--- config.mk ---
export PLATFORM = sky130hd
export DESIGN_NAME = taylor_sine_approximator_top
export DESIGN_NICKNAME = d
export VERILOG_FILES = /design/src/rtl/tsa_pkg.sv /design/src/rtl/taylor_sine_approximator_top.sv /design/src/rtl/tsa_mul.sv /design/src/rtl/tsa_cfg.sv /design/src/rtl/tsa_core.sv
export SDC_FILE = /design/constraint.sdc
export NUM_CORES = 2
export LEC_CHECK = 0
export BUFFER_PORTS_ARGS = -buffer_cell sky130_fd_sc_hd__buf_4
export CORE_MARGIN = 4
export CORE_UTILIZATION = 59
export CTS_BUF_LIST = sky130_fd_sc_hd__clkbuf_8 sky130_fd_sc_hd__clkbuf_16
export DETAILED_ROUTE_END_ITERATION = 10
export GPL_TIMING_DRIVEN = 0
export PLACE_DENSITY = 0.8
export SYNTH_ARGS = -nofsm -noshare
export SYNTH_HDL_FRONTEND = slang
export SYNTH_SLANG_ARGS = --single-unit
--- constraint.sdc ---
create_clock -name clk -period 12 [get_ports clk]
set_clock_uncertainty 0.15 [all_clocks]
set_input_delay 0.6 -clock clk [delete_from_list [all_inputs] [get_ports clk]]
set_output_delay 0.6 -clock clk [all_outputs]
set_load 0.02 [all_outputs]
--- src/rtl/tsa_pkg.sv ---
// Shared types and constants for the Taylor-series sine block.
// No dependencies; imported by every other rtl file.
package tsa_pkg;

  localparam int FRAC_BITS  = 16;
  localparam int ANGLE_W    = FRAC_BITS + 3;  // Q2.16 signed angle and result
  localparam int MAG_W      = FRAC_BITS + 2;  // |x| and every term, at most 2.0
  localparam int SQ_W       = FRAC_BITS + 3;  // x*x, at most 4.0
  localparam int P_W        = FRAC_BITS + 4;  // term*x*x, at most 8.0
  localparam int RECIP_BITS = 32;
  localparam int RECIP_W    = 30;             // 2^32/6 fits in 30 bits
  localparam int MUL_A_W    = P_W;
  localparam int MUL_B_W    = RECIP_W;
  localparam int PROD_W     = MUL_A_W + MUL_B_W;
  localparam int IDX_W      = 5;

  // APB register file
  localparam int CFG_ADDR_W = 3;
  localparam int CFG_DATA_W = 32;
  localparam logic REG_HTI  = 1'b0;           // word index of highest_term_index
  localparam logic [IDX_W-1:0] HTI_RESET = 5'd7;

  typedef logic [ANGLE_W-1:0] angle_t;
  typedef logic [IDX_W-1:0]   idx_t;

  typedef enum logic [2:0] {
    ST_IDLE,
    ST_SQ,
    ST_TP,
    ST_TR,
    ST_FIN
  } state_t;

  typedef enum logic [1:0] {
    MOP_SQ,
    MOP_TP,
    MOP_TR
  } mul_op_t;

endpackage

--- src/rtl/taylor_sine_approximator_top.sv ---
// Taylor-series sine, Q2.16 in and out, one shared multiplier.
// Sequence: one squaring pass, then two multiplier passes per term for K terms, where
// K = min(highest_term_index, MAX_TERM_INDEX), then a sign fix-up. The next request
// is taken in the out_valid cycle.
// Reset (rst_n low, synchronous): sequencer idle, no strobe, highest_term_index = 7.
// Depends on tsa_pkg, tsa_cfg, tsa_core, tsa_mul.
module taylor_sine_approximator_top #(
  parameter int MAX_TERM_INDEX = 31
) (
  input  logic                              clk,
  input  logic                              rst_n,
  input  logic                              psel,
  input  logic                              penable,
  input  logic                              pwrite,
  input  logic [tsa_pkg::CFG_ADDR_W-1:0]    paddr,
  input  logic [tsa_pkg::CFG_DATA_W-1:0]    pwdata,
  output logic [tsa_pkg::CFG_DATA_W-1:0]    prdata,
  output logic                              pready,
  input  logic                              start,
  output logic                              busy,
  input  tsa_pkg::angle_t                   in_angle,
  output logic                              out_valid,
  output tsa_pkg::angle_t                   out_sine_value
);
  import tsa_pkg::*;

  idx_t hti;

  tsa_cfg u_cfg (
    .clk     (clk),
    .rst_n   (rst_n),
    .psel    (psel),
    .penable (penable),
    .pwrite  (pwrite),
    .paddr   (paddr),
    .pwdata  (pwdata),
    .prdata  (prdata),
    .pready  (pready),
    .hti     (hti)
  );

  tsa_core #(
    .MAX_TERM_INDEX (MAX_TERM_INDEX)
  ) u_core (
    .clk            (clk),
    .rst_n          (rst_n),
    .start          (start),
    .busy           (busy),
    .in_angle       (in_angle),
    .hti            (hti),
    .out_valid      (out_valid),
    .out_sine_value (out_sine_value)
  );

endmodule

--- src/rtl/tsa_mul.sv ---
// Shared fixed-point multiplier: operand select, one multiply, rescaling shift.
// Depends on tsa_pkg.
module tsa_mul (
  input  tsa_pkg::mul_op_t                 op,
  input  logic [tsa_pkg::MAG_W-1:0]        term,
  input  logic [tsa_pkg::SQ_W-1:0]         sq,
  input  logic [tsa_pkg::P_W-1:0]          prod_p,
  input  logic [tsa_pkg::RECIP_W-1:0]      recip,
  output logic [tsa_pkg::P_W-1:0]          res
);
  import tsa_pkg::*;

  logic [MUL_A_W-1:0] op_a;
  logic [MUL_B_W-1:0] op_b;
  logic [PROD_W-1:0]  prod;

  always_comb begin
    case (op)
      MOP_SQ: begin
        op_a = MUL_A_W'(term);
        op_b = MUL_B_W'(term);
      end
      MOP_TP: begin
        op_a = MUL_A_W'(term);
        op_b = MUL_B_W'(sq);
      end
      MOP_TR: begin
        op_a = prod_p;
        op_b = recip;
      end
      default: begin
        op_a = '0;
        op_b = '0;
      end
    endcase
  end

  assign prod = PROD_W'(op_a) * PROD_W'(op_b);

  // every rescaled product is known to fit P_W bits
  always_comb begin
    if (op == MOP_TR) begin
      res = P_W'(prod[PROD_W-1:RECIP_BITS]);
    end else begin
      res = prod[FRAC_BITS +: P_W];
    end
  end

endmodule

--- src/rtl/tsa_cfg.sv ---
// APB register file holding highest_term_index.
// Depends on tsa_pkg.
module tsa_cfg (
  input  logic                              clk,
  input  logic                              rst_n,
  input  logic                              psel,
  input  logic                              penable,
  input  logic                              pwrite,
  input  logic [tsa_pkg::CFG_ADDR_W-1:0]    paddr,
  input  logic [tsa_pkg::CFG_DATA_W-1:0]    pwdata,
  output logic [tsa_pkg::CFG_DATA_W-1:0]    prdata,
  output logic                              pready,
  output tsa_pkg::idx_t                     hti
);
  import tsa_pkg::*;

  idx_t hti_r;
  idx_t hti_nxt;
  logic wr_hti;

  assign wr_hti = psel && penable && pwrite && (paddr[CFG_ADDR_W-1] == REG_HTI);

  always_comb begin
    hti_nxt = hti_r;
    if (wr_hti) begin
      hti_nxt = pwdata[IDX_W-1:0];
    end
  end

  always_ff @(posedge clk) begin
    if (!rst_n) begin
      hti_r <= HTI_RESET;
    end else begin
      hti_r <= hti_nxt;
    end
  end

  always_comb begin
    if (paddr[CFG_ADDR_W-1] == REG_HTI) begin
      prdata = CFG_DATA_W'(hti_r);
    end else begin
      prdata = '0;
    end
  end

  assign pready = 1'b1;
  assign hti    = hti_r;

endmodule

--- src/rtl/tsa_core.sv ---
// Sequencer and datapath: square, then per term two passes through tsa_mul.
// Depends on tsa_pkg and tsa_mul.
module tsa_core #(
  parameter int MAX_TERM_INDEX = 31
) (
  input  logic                 clk,
  input  logic                 rst_n,
  input  logic                 start,
  output logic                 busy,
  input  tsa_pkg::angle_t      in_angle,
  input  tsa_pkg::idx_t        hti,
  output logic                 out_valid,
  output tsa_pkg::angle_t      out_sine_value
);
  import tsa_pkg::*;

  localparam int KW = $clog2(MAX_TERM_INDEX + 1);
  localparam int TW = (MAX_TERM_INDEX > 1) ? $clog2(MAX_TERM_INDEX) : 1;

  // reciprocal of (2k+2)(2k+3), 32 fraction bits
  logic [RECIP_W-1:0] recip_tab [MAX_TERM_INDEX];

  for (genvar g = 0; g < MAX_TERM_INDEX; g++) begin : g_recip
    localparam longint Denom = (2 * g + 2) * (2 * g + 3);
    assign recip_tab[g] = RECIP_W'((64'd1 << RECIP_BITS) / Denom);
  end

  state_t             state_r, state_nxt;
  logic [KW-1:0]      k_r, k_nxt;
  logic [KW-1:0]      last_r, last_nxt;
  logic               sign_r, sign_nxt;
  logic [MAG_W-1:0]   term_r, term_nxt;
  logic [SQ_W-1:0]    sq_r, sq_nxt;
  logic [P_W-1:0]     p_r, p_nxt;
  angle_t             acc_r, acc_nxt;
  logic               out_valid_r, out_valid_nxt;
  angle_t             out_sine_value_r, out_sine_value_nxt;

  mul_op_t            mop;
  logic [P_W-1:0]     mres;
  angle_t             mag_full;
  angle_t             mag_limit;
  logic [MAG_W-1:0]   term_new;

  tsa_mul u_mul (
    .op     (mop),
    .term   (term_r),
    .sq     (sq_r),
    .prod_p (p_r),
    .recip  (recip_tab[k_r[TW-1:0]]),
    .res    (mres)
  );

  assign mag_full  = in_angle[ANGLE_W-1] ? (~in_angle + 1'b1) : in_angle;
  assign mag_limit = ANGLE_W'(2) << FRAC_BITS;
  assign term_new  = mres[MAG_W-1:0];

  always_comb begin
    state_nxt          = state_r;
    k_nxt              = k_r;
    last_nxt           = last_r;
    sign_nxt           = sign_r;
    term_nxt           = term_r;
    sq_nxt             = sq_r;
    p_nxt              = p_r;
    acc_nxt            = acc_r;
    out_valid_nxt      = 1'b0;
    out_sine_value_nxt = out_sine_value_r;
    mop                = MOP_SQ;

    case (state_r)
      ST_IDLE: begin
        if (start) begin
          sign_nxt = in_angle[ANGLE_W-1];
          if (mag_full > mag_limit) begin
            term_nxt = MAG_W'(mag_limit);
          end else begin
            term_nxt = MAG_W'(mag_full);
          end
          acc_nxt = ANGLE_W'(term_nxt);
          k_nxt   = '0;
          if (32'(hti) > MAX_TERM_INDEX) begin
            last_nxt = KW'(MAX_TERM_INDEX);
          end else begin
            last_nxt = KW'(hti);
          end
          state_nxt = ST_SQ;
        end
      end
      ST_SQ: begin
        mop    = MOP_SQ;
        sq_nxt = mres[SQ_W-1:0];
        state_nxt = (last_r == '0) ? ST_FIN : ST_TP;
      end
      ST_TP: begin
        mop       = MOP_TP;
        p_nxt     = mres;
        state_nxt = ST_TR;
      end
      ST_TR: begin
        mop      = MOP_TR;
        term_nxt = term_new;
        // term k+1 is subtracted when k is even
        if (k_r[0]) begin
          acc_nxt = acc_r + ANGLE_W'(term_new);
        end else begin
          acc_nxt = acc_r - ANGLE_W'(term_new);
        end
        k_nxt     = k_r + 1'b1;
        state_nxt = (k_nxt == last_r) ? ST_FIN : ST_TP;
      end
      ST_FIN: begin
        out_valid_nxt      = 1'b1;
        out_sine_value_nxt = sign_r ? (~acc_r + 1'b1) : acc_r;
        state_nxt          = ST_IDLE;
      end
      default: begin
        state_nxt = ST_IDLE;
      end
    endcase
  end

  always_ff @(posedge clk) begin
    if (!rst_n) begin
      state_r     <= ST_IDLE;
      out_valid_r <= 1'b0;
    end else begin
      state_r     <= state_nxt;
      out_valid_r <= out_valid_nxt;
    end
  end

  always_ff @(posedge clk) begin
    k_r              <= k_nxt;
    last_r           <= last_nxt;
    sign_r           <= sign_nxt;
    term_r           <= term_nxt;
    sq_r             <= sq_nxt;
    p_r              <= p_nxt;
    acc_r            <= acc_nxt;
    out_sine_value_r <= out_sine_value_nxt;
  end

  assign busy           = (state_r != ST_IDLE);
  assign out_valid      = out_valid_r;
  assign out_sine_value = out_sine_value_r;

endmodule
-- Word level (Yosys, flattened, before mapping)
Memories as Yosys holds them, arrays and structs flattened.
Index checks and enable logic that the tools add are counted.
- memories: 1
- bits in registers: 115
- bits in read-only memories: 960
- input port bits: 60
- $add $sub $neg: 5
- multiply operators: 1
- eq/ne operators: 8
- reductions and logical operators: 11
- multiplexer cells: 22
- bitwise logic cells: 4
- $lt $le $gt $ge: 2
- memories (memory ; words ; bits a word ; read ports ; clocked after Yosys merged registers in ; write ports ; RTL line ; text):
    (no name shown) ; 32 ; 30 ; 1 ; 0 ; 0 ; tsa_core.sv:50 ; .recip (recip_tab[k_r[TW-1:0]]),
- operator list (cell ; number):
    two-way mux 19 bit ; 5
    case mux 30 bit (3 select lines) ; 1
    two-way mux 30 bit ; 2
    multiplier 20 x 30 -> 50 bit ; 1
    case mux 20 bit (2 select lines) ; 1
    adder 19 x 1 -> 19 bit (second input constant) ; 2
    inverter 19 bit ; 2
    case mux 19 bit (2 select lines) ; 1
    two-way mux 18 bit ; 2
    case mux 18 bit (2 select lines) ; 1
    adder 19 x 18 -> 19 bit ; 1
    greater-than comparator 19 x 18 -> 1 bit (second input constant) ; 1
    subtractor 19 x 18 -> 19 bit ; 1
    case mux 3 bit (4 select lines) ; 1
    two-way mux 5 bit ; 2
    case mux 5 bit (2 select lines) ; 1
    two-way mux 3 bit ; 3
    == test 3 x 2 -> 1 bit (second input constant) ; 2
    >= comparator 6 bit (second input constant) ; 1
    inverter 5 -> 6 bit ; 1
    adder 5 x 1 -> 5 bit (second input constant) ; 1
    == test 5 bit ; 1
    zero test 5 bit ; 1
    case mux 2 bit (2 select lines) ; 1
    other kinds (14) ; 17

-- Longest topological paths before layout
- depth after elaboration: 10
- mapped depth: 55
- mapped depth without buffers: 52

-- Cells and area by module
From an unflattened synthesis, not the netlist that was laid out.
- cell total of the unflattened synthesis: 3198
- area, all modules: 27267.4 um^2
- modules (own cells, without submodules) (module ; instances ; cells an instance ; area an instance (um^2)):
    tsa_mul ; 1 ; 2443 ; 19802.7
    tsa_core ; 1 ; 697 ; 6975.4
    tsa_cfg ; 1 ; 58 ; 489.2

-- Least setup slack after synthesis
No wires, ideal clock.
- kind: flip-flop to flip-flop
- start point: reg u_core.state_r[0]
- end point: reg u_core.acc_r[18], data pin
- data required time: 11.590 ns
- cell stages (with the launch flop): 50
- path slack: 0.094 ns
- period minus slack after synthesis: 11.906 ns
- arrival: 11.495 ns
- library setup time: 0.260 ns
- path buffers: 8
- cells stage by stage: dfxtp_1 -> and3b_1 -> buf_2 -> clkbuf_1 -> buf_1 -> buf_1 -> clkbuf_1 -> nand2_1 -> nand2_1 -> clkbuf_1 -> clkbuf_1 -> nand2_1 -> fa_1 -> inv_1 -> fa_1 -> inv_1 -> fa_1 -> inv_1 -> [14 not listed] -> nand2_1 -> a21boi_0 -> ha_1 -> a21boi_0 -> a21oi_1 -> xor2_1 -> ha_1 -> o21ai_0 -> o21a_1 -> nor3_1 -> a211o_1 -> o211ai_1 -> o2111ai_1 -> a21oi_1 -> xnor2_1 -> nor3_1 -> a221oi_1 -> nand2_1
- word-level cells in the longest chain between the ends: 10
- elaborated cells on any way between the ends: 16
- ends and longest elaborated chain (what ; RTL line ; text):
    start: declaration ; tsa_core.sv:28 ; state_t state_r, state_nxt;
    start signal: assignment ; tsa_core.sv:128 ; state_r <= state_nxt;
    == test 3 x 2 -> 1 bit ; tsa_core.sv:71 ; case (state_r)
    case mux 2 bit (2 select lines) ; tsa_core.sv:71 ;
    == test 2 x 1 -> 1 bit / zero test 2 bit (equally long branches) ; tsa_mul.sv:18 ; case (op)
    OR reduction 2 bit (no source line) ; n/a ;
    case mux 20 bit (2 select lines) ; tsa_mul.sv:18 ;
    multiplier 20 x 30 -> 50 bit ; tsa_mul.sv:38 ; assign prod = PROD_W'(op_a) * PROD_W'(op_b);
    two-way mux 19 bit ; tsa_mul.sv:42 ; if (op == MOP_TR) begin
    subtractor 19 x 18 -> 19 bit / adder 19 x 18 -> 19 bit (equally long branches) ; tsa_core.sv:107, tsa_core.sv:105 ;
    two-way mux 19 bit ; tsa_core.sv:104 ; if (k_r[0]) begin
    case mux 19 bit (2 select lines) (*) ; tsa_core.sv:71 ;
    end signal: assignment ; tsa_core.sv:140 ; acc_r <= acc_nxt;
    end: declaration ; tsa_core.sv:35 ; angle_t acc_r, acc_nxt;
Mark *: on every way between the ends. The rest lies on a longest branch, timed or not.
A chain may end at the register's enable or synchronous reset.

-- Worst setup path in the final report
- start point: reg u_core.k_r[1]
- end point: reg u_core.acc_r[15], data pin
- word-level cells in the longest chain between the ends: 10
- elaborated cells on any way between the ends: 11
- ends and longest elaborated chain (what ; RTL line ; text):
    start: declaration ; tsa_core.sv:29 ; logic [KW-1:0] k_r, k_nxt;
    start signal: assignment ; tsa_core.sv:134 ; k_r <= k_nxt;
    inverter 5 -> 6 bit (implied by the code) (*) ; tsa_core.sv:50 ;
    memory read (32 x 30 bit) (*) ; n/a ;
    two-way mux 30 bit (implied by the code) (*) (2 in series) ; tsa_core.sv:50 ;
    case mux 30 bit (3 select lines) (*) ; tsa_mul.sv:18 ;
    multiplier 20 x 30 -> 50 bit (*) ; tsa_mul.sv:38 ;
    two-way mux 19 bit (*) ; tsa_mul.sv:42 ;
    named net u_core.mres[0] ; tsa_core.sv:40 ; logic [P_W-1:0] mres;
    subtractor 19 x 18 -> 19 bit / adder 19 x 18 -> 19 bit (equally long branches) ; tsa_core.sv:107, tsa_core.sv:105 ;
    two-way mux 19 bit (*) ; tsa_core.sv:104 ;
    case mux 19 bit (2 select lines) (*) ; tsa_core.sv:71 ;
    named net u_core.acc_nxt[15] ; tsa_core.sv:35 ;
Mark *: on every way through the listed nets, which the timed path passes. The rest lies on a longest branch. The select of a mux whose other input is x is not followed.

==> summary.txt <==
Routing
  • Wirelength per Cell: 24.5 um
  • Uppermost layer routed: met4
  • Total number of vias: 25600
  • Via-per-instance ratio: 6.25
  • DRT met1 WL: 34.6 mm
  • Wire length on met3: 14.4 mm
  • Antenna Nets Post-Route: 0
  • Iter 0 DRT Violations: 3613
  • Drc violations: 0
  • Final wirelength: 100 mm
  • First-pass DRT Iterations: 8
  • Met2 wire length: 42.5 mm

Global routing
  • Antenna violations before repair: 0
  • Largest net degree at the start of global routing: 24
  • GRT Total Usage: 39.0%
  • First-pass GRT wire length: 148 mm
  • Grt total ovfl: 0
  • Vias in the first global route: 24900

Synth
  • Most frequent cells after synthesis: inv_1 (576), nand2_1 (554), fa_1 (481)
  • YS warnings: 0
  • Adder-Cell Fraction of Synth Area: 44.1%
  • Synth Area in Compound Gates: 10.1%
  • Synth unique cells: 88
  • Register area share after synthesis: 12.2%
  • Number of flops mapped to enable cells by yosys: 106
  • Post-Syn Instances: 3273
  • Area of the mapped netlist: 0.0276 mm^2
  • Leading post-synthesis cells by cell area: fa_1 (35%), edfxtp_1 (12%), ha_1 (9.3%), inv_1 (7.8%), nand2_1 (7.5%)
  • Multiplexer share of the synthesized area: 1.58%
  • Cell taking the most area after synthesis: fa_1
  • Share of the synthesized area in the top cell type: 34.8%
  • Post-synth ARST share: 0%
  • Combinational family with the most area after synthesis: adder cells
  • Simple-Gate Fraction of Synth Area: 18.2%
  • Xor/xnor cell area share of the yosys netlist: 2.98%
  • Top-count cell post-synth: inv_1
  • Register bit total from synthesis: 115
  • Post-synth top flop: edfxtp_1
  • Syn Area/Cell: 8.45 um^2

Outcome
  • Failing checks: setup timing
  • Outcome: finished, violations left

Timing
  • Tmin final: 12.00 ns
  • Measured slew at the worst slew-check pin: 1.05 ns
  • Final Cycle Share: 100%
  • Fin worst setup slack: -0.00369 ns
  • Fmax: 83.3 MHz
  • Relative slew slack: 30.2%
  • RSZ-0062 raised after global routing: yes
  • Setup Viol. Count Final: 1
  • Max Slew Vio Count: 0
  • Setup_tns: -0.00369 ns
  • Final hold vios: 0

Flow run
  • Max-Cap Viols: 0

Clock network
  • CTS sink cnt: 115
  • Clock transition at the registers of the reported paths: 0.05 ns
  • Root Buffer: clkbuf_16
  • CTS H-tree depth: 4
  • Worst skew pair latency: 0.42 ns
  • CTS Buf Count: 17
  • CTS tree: yes
  • Clock tree buffer depth: 2

Finish
  • Share of cells above drive strength 1: 16.6%
  • Fin nets: 4219
  • Final Non-Filler Cells: 4094
  • Layout overhead on the synthesized area: 16.9%

Worst setup path
  • Critical Path Fanout Max: 10
  • Crit path top cell by count: fa_1
  • Reg-to-reg startpoint: u_core.k_r[1]
  • Crit-path max cell delay: 0.55 ns
  • R2R Path End: u_core.acc_r[15]
  • CP max-delay cell: fa_1
  • Worst Path Required: 11.99 ns
  • Register-to-Register Setup Slack: -0.004 ns
  • Type of origin of the critical path: register
  • Crit end category: register
  • Reg2reg path depth: 50
  • Setup CP Type: reg -> reg
  • Worst endpoint data arrival time: 11.99 ns

Floorplanning
  • Die width: 224 um
  • Starting Density: 59.5%
  • I/O pin total: 114
  • Chip Height: 224 um
  • Row Count: 79
  • Core ar.: 0.0465 mm^2
  • Die area: 0.0504 mm^2

Placed design
  • Dpl hpwl: 77.5 mm
  • Placed cells: 3968
  • # port buffers: 55
  • Placer Congestion: 1.09

Worst hold path
  • Hold path depth: 3
  • Endpoint, Worst Hold: u_cfg.hti[0]
  • Hold crit path type: in -> reg
  • Worst hold start: pwdata[0]
[placed cells by master (no fill, tap or decap), types with 21 or more instances in the layout]
master / synthesis / final
o21ai_0: 102 / 76
xor2_1: 35 / 34
xnor2_1: 59 / 55
clkbuf_2: 1 / 30
nor3_1: 55 / 45
or3_1: 25 / 23
nand4_1: 22 / 22
clkbuf_1: 137 / 32
and2_1: 56 / 57
inv_1: 576 / 571
buf_4: 29 / 193
nand3_1: 26 / 25
nand2_1: 554 / 539
ha_1: 205 / 176
clkbuf_4: 0 / 21
conb_1: 2 / 28
a21o_1: 23 / 22
fa_1: 481 / 471
nor2_1: 292 / 276
edfxtp_1: 106 / 106
a21oi_1: 105 / 84
[logic make-up (layout without fill, tap and decap cells)]
| group | after synthesis | count (layout) |
|---|---|---|
| other | 2 | 29 |
| XOR/XNOR | 94 | 94 |
| buffers and inverters | 766 | 953 |
| multiplexers | 40 | 40 |
| AO/OA/AOI/OAI | 426 | 426 |
| adder cells (fa/ha/maj) | 686 | 686 |
| flip-flops | 115 | 115 |
| AND/OR/NAND/NOR | 1144 | 1144 |
[area by class of cell]
cell class,count,area [um^2]
flip-flops and latches,115,3370
inverters,577,2180
well taps,607,759
clock inverters,15,158
fillers,3598,14100
multi-input cells,2418,22700
diodes,1,2.50
clock buffers,17,425
repair buffers,171,1460
plain buffers,173,1270
[sequential cells by signal, summed over array words and instances (netlist names)]
name and cells:
u_core.p_r 20, u_core.acc_r 19, u_core.out_sine_value 19, u_core.sq_r 19, u_core.term_r 18, u_cfg.hti 5, u_core.k_r 5, u_core.last_r 5
u_core.state_r 3, u_core.out_valid 1, u_core.sign_r 1
[what timing repair did]
action / CTS / global route
endpoints found under the setup margin: 47 / 10
hold buffers: 0 / 0
cloned: 0 / 1
buffers inserted: 47 / 61
pin swaps: 32 / 66
gates resized for setup: 318 / 237
[critical path: cells and delay by family, from the launching register on]
| kind | cells | cell delay, ns |
|---|---|---|
| xor gates and xnor gates | 2 | 0.41 |
| adders and majority gates | 11 | 4.51 |
| DFF | 1 | 0.41 |
| and+or+nand+nor | 10 | 1.57 |
| buffers and inverters | 10 | 1.22 |
| AOI/OAI and AO/OA | 17 | 3.42 |
[stage by stage]
step | hold WS [ns] | instance area, um^2 | utilization, % | setup slack [ns]
detailed placement | 0.302 | 29100 | 62.6 | -3.97
global route | 0.250 | 32300 | 69.6 | -0.256
finish | 0.244 | 32300 | 69.6 | -0.00369
CTS | 0.239 | 31000 | 66.8 | 0.000192
global placement | 0.296 | 28900 | 62.2 | -3.89
floorplan | 0.272 | 27700 | - | 0.0942
[worst max-delay path by stage]
| stage | from | to |
|---|---|---|
| floorplan | u_core.state_r[0] | u_core.acc_r[18] |
| global placement | u_core.state_r[0] | u_core.acc_r[18] |
| detailed placement | u_core.state_r[1] | u_core.acc_r[18] |
| CTS | u_core.state_r[2] | u_core.acc_r[15] |
| global route | u_core.k_r[1] | u_core.acc_r[18] |
| finish | u_core.k_r[1] | u_core.acc_r[15] |
[routing by layer]
metal | track usage, % | vias to the layer above
met5 | 0.569 | -
met4 | 24.1 | 0
met3 | 11.1 | 510
met2 | 57.5 | 2036
met1 | 51.2 | 12300
li1 | - | 10700
Power is not shown: default switching activity piles up to over one toggle a cycle in this logic, so the estimate is an artifact.
